**config.mk**
```make
export PLATFORM = sky130hd
export DESIGN_NAME = bds_out_skid
export DESIGN_NICKNAME = d
export VERILOG_FILES = /design/src/sv/bds_pkg.sv /design/src/sv/bds_out_skid.sv
export SDC_FILE = /design/constraint.sdc
export NUM_CORES = 1
export LEC_CHECK = 0
export CORE_MARGIN = 2
export CORE_UTILIZATION = 41
export CTS_CLUSTER_SIZE = 28
export DETAILED_ROUTE_END_ITERATION = 7
export DONT_BUFFER_PORTS = 1
export PLACE_DENSITY = 0.67
export SYNTH_ARGS = -nofsm -noshare
export SYNTH_HDL_FRONTEND = slang
export SYNTH_SLANG_ARGS = --single-unit
export TNS_END_PERCENT = 30
```
**constraint.sdc**
```tcl
create_clock -name aclk -period 4.09 [get_ports aclk]
set_clock_uncertainty 0.15 [all_clocks]
set_input_delay 0.6135 -clock aclk [delete_from_list [all_inputs] [get_ports aclk]]
set_output_delay 0.6135 -clock aclk [all_outputs]
set_load 0.02 [all_outputs]
```
**src/sv/bds_pkg.sv**
```systemverilog
// Shared constants and types for the 2x2 box downsampler.
`default_nettype none

package bds_pkg;

    localparam int MAX_WIDTH  = 1024;
    localparam int MAX_HEIGHT = 1024;

    localparam int PIX_W      = 8;
    localparam int SUM_W      = PIX_W + 1;
    localparam int DIM_W      = 11;
    localparam int COL_W      = $clog2(MAX_WIDTH);
    localparam int ROW_W      = $clog2(MAX_HEIGHT);
    localparam int LINE_DEPTH = MAX_WIDTH / 2;
    localparam int LINE_W     = 3 * SUM_W;
    localparam int CMP_W      = (COL_W + 1 > DIM_W) ? COL_W + 1 : DIM_W;

    typedef enum logic [0:0] {
        CFG_IMAGE_WIDTH  = 1'b0,
        CFG_IMAGE_HEIGHT = 1'b1
    } bds_cfg_idx_t;

    typedef struct packed {
        logic [PIX_W-1:0] red;
        logic [PIX_W-1:0] green;
        logic [PIX_W-1:0] blue;
        logic             frame_done;
    } bds_result_t;

endpackage

`default_nettype wire

```
**src/sv/bds_out_skid.sv**
```systemverilog
// Output register with one skid entry for the result channel.
`default_nettype none

module bds_out_skid (
    input  wire logic                 aclk,
    input  wire logic                 aresetn,
    input  wire logic                 in_valid,
    input  wire bds_pkg::bds_result_t in_data,
    output logic                      in_ready,
    output logic                      out_valid,
    output bds_pkg::bds_result_t      out_data,
    input  wire logic                 out_ready
);
    import bds_pkg::*;

    logic        out_valid_reg;
    logic        skid_valid_reg;
    bds_result_t out_data_reg;
    bds_result_t skid_data_reg;
    logic        out_free;

    assign out_free  = out_ready || !out_valid_reg;
    assign in_ready  = !skid_valid_reg;
    assign out_valid = out_valid_reg;
    assign out_data  = out_data_reg;

    always_ff @(posedge aclk) begin
        if (!aresetn) begin
            out_valid_reg  <= 1'b0;
            skid_valid_reg <= 1'b0;
        end else if (out_free) begin
            out_valid_reg  <= skid_valid_reg || in_valid;
            skid_valid_reg <= 1'b0;
        end else if (in_valid) begin
            skid_valid_reg <= 1'b1;
        end
    end

    always_ff @(posedge aclk) begin
        if (out_free) begin
            out_data_reg <= skid_valid_reg ? skid_data_reg : in_data;
        end else if (in_valid && !skid_valid_reg) begin
            skid_data_reg <= in_data;
        end
    end

endmodule

`default_nettype wire

```
### After elaboration in Yosys (flattened, before gate mapping)

Cells that the tools add are included.

* bits in registers: 52
* output and inout bits: 27
* word-level logic and storage cells: 20

* multiplexer cells: 1
* bitwise operators: 2
* reduce and logical (&&, ||, !) cells: 7

Operators by type and width (number)
* two-way mux 25 bit: 1
* logical NOT 1 bit: 2
* logical OR 1 bit: 2
* NOT 1 bit: 2
* AND reduction 2 bit: 1
* OR reduction 2 bit: 1
* logical AND 1 bit: 1

### Longest topological paths before layout

Gate-level depths: netlist of the first run.

* depth after elaboration: 4
* mapped depth: 4
* mapped depth without buffers: 2

### Worst setup path before layout of the first run

Ideal clock, no wire load.

* kind: input to register
* start: in out_ready
* end: reg skid_data_reg[0] in the netlist's numbering (enable)
* setup time: 0.444 ns
* arrival: 3.268 ns
* required time: 3.496 ns
* slack: 0.228 ns
* cell stages on the path: 2
* buffers on the path: 0
* cell sequence: nand2b_1 -> nor3b_1

* cells in the longest elaborated chain, start to end: 3

Ends and longest elaborated chain
* start: declaration: RTL line bds_out_skid.sv:12 `input wire logic out_ready`
* logical OR 1 bit: RTL line bds_out_skid.sv:22 `assign out_free = out_ready || !out_valid_reg;`
* NOT 1 bit (no source line)
* AND reduction 2 bit (no source line)
* end signal: assignment: RTL line bds_out_skid.sv:43 `skid_data_reg <= in_data;`
* end: declaration: RTL line bds_out_skid.sv:19 `bds_result_t skid_data_reg;`

No other way between the ends.
A chain may end at the register's enable or synchronous reset.

### Worst setup path in the final report of the first run

* start: reg skid_valid_reg
* end: out in_ready

* cells in the longest elaborated chain, start to end: 1

Ends and longest elaborated chain
* start: declaration: RTL line bds_out_skid.sv:17 `logic skid_valid_reg;`
* start signal: assignment: RTL line bds_out_skid.sv:30 `skid_valid_reg <= 1'b0;`
* start signal: assignment: RTL line bds_out_skid.sv:33 `skid_valid_reg <= 1'b0;`
* start signal: assignment: RTL line bds_out_skid.sv:35 `skid_valid_reg <= 1'b1;`
* logical NOT 1 bit: RTL line bds_out_skid.sv:23 `assign in_ready = !skid_valid_reg;`
* end: declaration: RTL line bds_out_skid.sv:9 `output logic in_ready,`

No other way between the ends.

==> metrics.txt, run 1 <==
status=finished, final reports clean; vias in the first global route=777; Setup CP Type=flop to output pin; num ports=56; Critical path destination=in_ready; FF-to-FF End=out_data[3]; antenna cell count=0; fill count=406; Seq pwr share=68.7%; Leakage=0.0007107 uW; slowest stage cell, crit path=dfxtp_2; area of the die=5406 sq um; XOR/XNOR Fraction of Synth Area=0%; final setup fails=0; port bufs=0; Pins Over Slew Limit=0; worst stage delay on the critical path=870 ps; maximum vdd ir drop=0.2593 mV; YS warnings=0; layout cell share with drive strength beyond 1=38.71%; Crit path arrival time=1440 ps; Post CTS Setup Buffer Count=0; Detailed Route Iter0 Violations=62; Synth area leaders=edfxtp_1 76%, mux2_4 13%, mux2_2 4.5%, buf_12 2.0%, dfxtp_1 2.0%; synthesized area per cell=23.05 sq um; syn_nets=115; Combinational Power Share=3.5%; post-synthesis register bit count=52; max frequency=454.0 MHz; largest net degree at the start of global routing=29; initial core utilization=42.24%; Via density=5.075; main combinational cell family by area after synthesis=multiplexers; Clock transition at path regs=80 ps; R2R depth=1; max cap viols=0; CTS Buf Count=5; Final Hold Vio Count=0; CP Cell Sequence=inv_1; Initial DRT Pass Iterations=2; chip height=73.53 microns; Total Neg Setup Slack=0 ps; CP endpoint kind=output pin; multiplexer area fraction after synthesis=17.42%; Die Width=73.53 microns; root buf cell=clkbuf_8; Tot Pwr=948.1 uW; FF-to-FF Start=skid_valid_reg; global-route wire length before repair=4133 microns; HPWL after DPL=1811 microns; Hold WC Path Type=input port to flop; Final nets=121; Crit. path cell count=1; Overflow after GRT=0; Crit path required time=3330 ps; Clk network pwr share=27.8%; initial antenna violation count=0; Syn-to-layout area delta=5.934%; CTS hold repair buffers=0; Post-DRT Antenna Nets=0; sw power=193.6 uW; r2r setup slk=2410 ps; WL/cell=18.41 microns; Post-Synth Simple-Gate Area=1.641%; CP Launch Point=skid_valid_reg; largest area contributor in the netlist=edfxtp_1; Max Root-Sink Buffers=2; Net Sw Frac=20.42%; Tmin final=2202 ps; Synth Cell Area=1982 sq um; core area=4692 sq um; RSZ-0062 raised after global routing=false; worst path buffer plus inverter count=1; CTS tree=done; Remaining DRCs=0; Post-Synthesis Cells=86; Seq/Total Area, Yosys=77.78%; count of different cell masters after synthesis=12; adder-cell share of the synthesized area=0%; Synth Area in Compound Gates=0.3788%; critical path's top delay family=flip-flops; H-tree depth=2; clk sinks=52; WL final=2706 microns; worst-path fanout max=28; Tot GR Track Use=10.63%; post-cts repair resize count=0; Worst-Margin Slew=814.1 ps; Pwr Density=451.6 nW/um^2; period utilization=53.85%; GPL Wtd Cong=0.7192; Rel. slew slack=45.73%; commonest non-fill, non-tap cell in the layout=edfxtp_1; clock insertion delay at the later pin of the skew report=290 ps; Core Rows=25; commonest non-fill, non-tap cells in the layout=50 x edfxtp_1, 17 x mux2_4, 8 x mux2_2, 5 x clkbuf_8; vias post-DR=746; area share of the leading cell type in the synthesized netlist=75.76%; CP startpoint kind=flop; Internal=754.5 uW
[power by group through the flow]
stage,sequential (uW),combinational (uW),clock [uW]
2_1_floorplan,659,32.0,0
3_3_place_gp,664,32.3,0
3_5_place_dp,664,33.9,0
4_1_cts,653,33.8,277
5_1_grt,655,36.4,304
6_report,652,32.9,264
[how the worst min path moves through the flow]
stage | from | endpoint | slack [ps] | cells after the start
final | in_data[21] | skid_data_reg[21] | 260 | 0
after global routing | in_data[9] | skid_data_reg[9] | 230 | 0
after CTS | in_data[18] | skid_data_reg[18] | 250 | 0
after detailed placement | skid_data_reg[19] | out_data[19] | 390 | 1
after global placement | skid_data_reg[2] | out_data[2] | 380 | 1
after floorplan | skid_data_reg[0] | out_data[0] | 370 | 1
[metrics by stage]
stage | area (sq um) | cells | util [%] | hold slack [ps] | setup WS (ps)
final | 2100 | 147 | 44.75 | 263.5 | 1888
after global routing | 2100 | 147 | 44.75 | 232.7 | 1771
after CTS | 2100 | 147 | 44.75 | 250.7 | 1830
after detailed placement | 2019 | 139 | 43.04 | 386.0 | 2161
after global placement | 2019 | 139 | 43.04 | 382.5 | 2196
after floorplan | 1982 | 86 | - | 373.1 | 228.1
[cell type report]
cell class	count	area, sq um	share of cell area [%]
inverter	1	3.754	0.1788
sequential	52	1543	73.48
multi-input combinational	30	390.4	18.59
clock buffer	7	76.32	3.635
timing repair buffer	2	15.01	0.7151
tap	54	67.56	3.218
clock inverter	1	3.754	0.1788
[routing by layer]
layer | GRT usage, % | vias to the layer above | routed length, microns
li1 | - | 345 | -
met1 | 12.72 | 351 | 1088
met2 | 14.29 | 48 | 1171
met3 | 8.642 | 2 | 436
met4 | 3.636 | 0 | 10
met5 | 0 | - | 0
[logic make-up (layout without fill, tap and decap cells)]
logic type             after synthesis  in the layout
AND/OR/NAND/NOR                      4              4
buffers and inverters                4             11
flip-flops                          52             52
multiplexers                        25             25
AO/OA/AOI/OAI                        1              1
[cell usage after synthesis]
master / number
a21boi_0: 1
buf_12: 2
buf_6: 1
dfxtp_1: 2
edfxtp_1: 50
inv_1: 1
mux2_2: 8
mux2_4: 17
nand2b_1: 1
nor2_2: 1
nor3b_1: 1
nor3b_2: 1
(Power assumes the default switching activity.)
==> inputs of run 2 (changes only) <==
--- a/config.mk
+++ b/config.mk
@@ -10,7 +10,7 @@
 export CTS_CLUSTER_SIZE = 28
 export DETAILED_ROUTE_END_ITERATION = 7
 export DONT_BUFFER_PORTS = 1
-export PLACE_DENSITY = 0.67
+export PLACE_DENSITY = 0.65
 export SYNTH_ARGS = -nofsm -noshare
 export SYNTH_HDL_FRONTEND = slang
 export SYNTH_SLANG_ARGS = --single-unit
==> constraint.sdc (replaced) <==
create_clock -name aclk -period 2.2 [get_ports aclk]
set_clock_uncertainty 0.15 [all_clocks]
set_input_delay 0.33 -clock aclk [delete_from_list [all_inputs] [get_ports aclk]]
set_output_delay 0.33 -clock aclk [all_outputs]
set_load 0.02 [all_outputs]
==> run 2 against run 1 <==
Worst setup slack worse by 1400 ps. Cell count is 18% higher. Sequential power grew 86%. Sequential share of layout area shrank 8.8 points. Highest routed layer unchanged. Critical endpoint unchanged. Worst hold slack got worse by 210 ps. Cell area up 14%. Register-to-register slack got worse by 1800 ps. Clock-buffer cell count up 1. Clock power grew 88%. First-iteration DRC count decreased by 21%. Largest power group unchanged.
==> metrics.txt, run 2 (synthesized netlist as in run 1, its figures left out) <==
layout cell share with drive strength beyond 1=32.50% (-6.2 points); Post-DRT Antenna Nets=0 (unchanged); Remaining DRCs=0 (unchanged); root buf cell=clkbuf_8; core area=4692 sq um (unchanged); Max Root-Sink Buffers=2 (unchanged); CTS Buf Count=5 (unchanged); Total Neg Setup Slack=0 ps (unchanged); period utilization=77.96%; Die Width=73.53 microns (unchanged); antenna cell count=0 (unchanged); global-route wire length before repair=4678 microns (+13%); met3 usage=6.722% (-1.9 points); CTS hold repair buffers=25 (+25); WL/cell=17.50 microns (-4.9%); max cap viols=0 (unchanged); commonest non-fill, non-tap cells in the layout=50 x edfxtp_1, 25 x dlygate4sd3_1, 17 x mux2_4, 8 x mux2_2, 5 x clkbuf_8; H-tree depth=2 (unchanged); num ports=56 (unchanged); Core Rows=25 (unchanged); Tot GR Track Use=12.16% (+1.5 points); clk sinks=52 (unchanged); Final nets=148 (+22%); Pins Over Slew Limit=0 (unchanged); Final Hold Vio Count=0 (unchanged); Via density=4.966 (-2.2%); Top Usage Layer GRT=met2; min setup slack post-route=484.8 ps (-1403 ps); Pwr Density=758.6 nW/um^2 (+68%); RSZ-0062 raised after global routing=false; worst-path fanout max=16 (-43%); final setup fails=0 (unchanged); Tmin final=1715 ps; worst stage delay on the critical path=580 ps (-290 ps); commonest non-fill, non-tap cell in the layout=edfxtp_1; CTS tree=done; max frequency=583.0 MHz; Syn-to-layout area delta=20.39%; initial antenna violation count=0 (unchanged); Rel. slew slack=73.71% (+28 points); Crit path required time=1720 ps (-1610 ps); CP Cell Sequence=buf_12 -> inv_1; CP endpoint kind=output pin; Worst Hold Launch=aresetn; Leakage=0.0008294 uW (+17%); Detailed Route Iter0 Violations=49 (-21%); Worst-Margin Slew=394.4 ps (-419.7 ps); port bufs=0 (unchanged); Overflow after GRT=0 (unchanged); routing usage on met2=18.45% (+4.2 points); status=finished, final reports clean; maximum vdd ir drop=0.4264 mV (+64%); clock insertion delay at the later pin of the skew report=290 ps (about the same); post-cts repair resize count=0 (unchanged); met1 usage=14.65% (+1.9 points); GPL Wtd Cong=0.6819 (-5.2%); HPWL after DPL=1951 microns (+7.8%); Hold WC Path Type=input port to flop; Post CTS Setup Buffer Count=0 (unchanged); vias post-DR=864 (+16%); Initial DRT Pass Iterations=3 (+1); slowest stage cell, crit path=dfxtp_2; chip height=73.53 microns (unchanged); Setup CP Type=flop to output pin; CP Launch Point=skid_valid_reg; FF-to-FF Start=skid_valid_reg; vias in the first global route=942 (+21%); CP startpoint kind=flop; largest net degree at the start of global routing=28 (-3.4%); Clock transition at path regs=80 ps (about the same); WL final=3045 microns (+13%); Tot Pwr=1810 uW (+91%); Crit path arrival time=1240 ps (-200 ps); area of the die=5406 sq um (unchanged); initial core utilization=42.24% (unchanged); pre-CTS WS=645.0 ps (-1516 ps)
==> run 2: cell count changes in the layout (fill, tap and decap cells not counted), sizes merged <==
cell / change
dlygate4sd3: +25
buf: +2
clkbuf: +1
clkinv: -1
==> run 2: layer usage <==
metal | wire length, microns | up-vias
met5 | 0 | -
met4 | 38 | 0
met3 | 332 | 5
met2 | 1461 | 47
met1 | 1213 | 413
li1 | - | 399
==> run 2: final timing paths <==
| path | cells after the start | slack (ps) | end |
|---|---|---|---|
| setup reg to reg | 2 | 650 | out_data[4] |
| hold / removal | 1 | 60 | out_valid |
| hold reg to reg | 1 | 400 | out_data[16] |
| setup / recovery | 2 | 480 | in_ready |
==> run 2: per-stage QoR <==
| stage | hold slack, ps | std cells | utilization, % | area [sq um] |
|---|---|---|---|---|
| 3_5_place_dp | 279.0 | 141 | 43.81 | 2056 |
| 6_report | 55.48 | 174 | 50.85 | 2386 |
| 3_3_place_gp | 279.0 | 141 | 43.81 | 2056 |
| 4_1_cts | 39.80 | 174 | 50.85 | 2386 |
| 2_1_floorplan | 278.9 | 86 | - | 1996 |
| 5_1_grt | 35.87 | 174 | 50.85 | 2386 |
==> run 2: final cells by class <==
type / instances / area [sq um]
Clock buffer: 8 / 80.08
Fill cell: 398 / 2306
Inverter: 1 / 3.754
Multi-Input combinational cell: 30 / 399.1
Sequential cell: 52 / 1543
Tap cell: 54 / 67.56
Timing Repair Buffer: 29 / 292.8
==> run 2: power by group <==
part | switching (uW) | internal [uW] | total, uW
Sequential | 65.7 | 1140 | 1210
Clock | 270 | 226 | 497
Combinational | 34.8 | 70.4 | 105
==> run 2: worst max-delay path: cells and delay by family, from the launching register on <==
kind                   cells  cell delay (ps)
buffers and inverters      2              360
flip-flops                 1              580
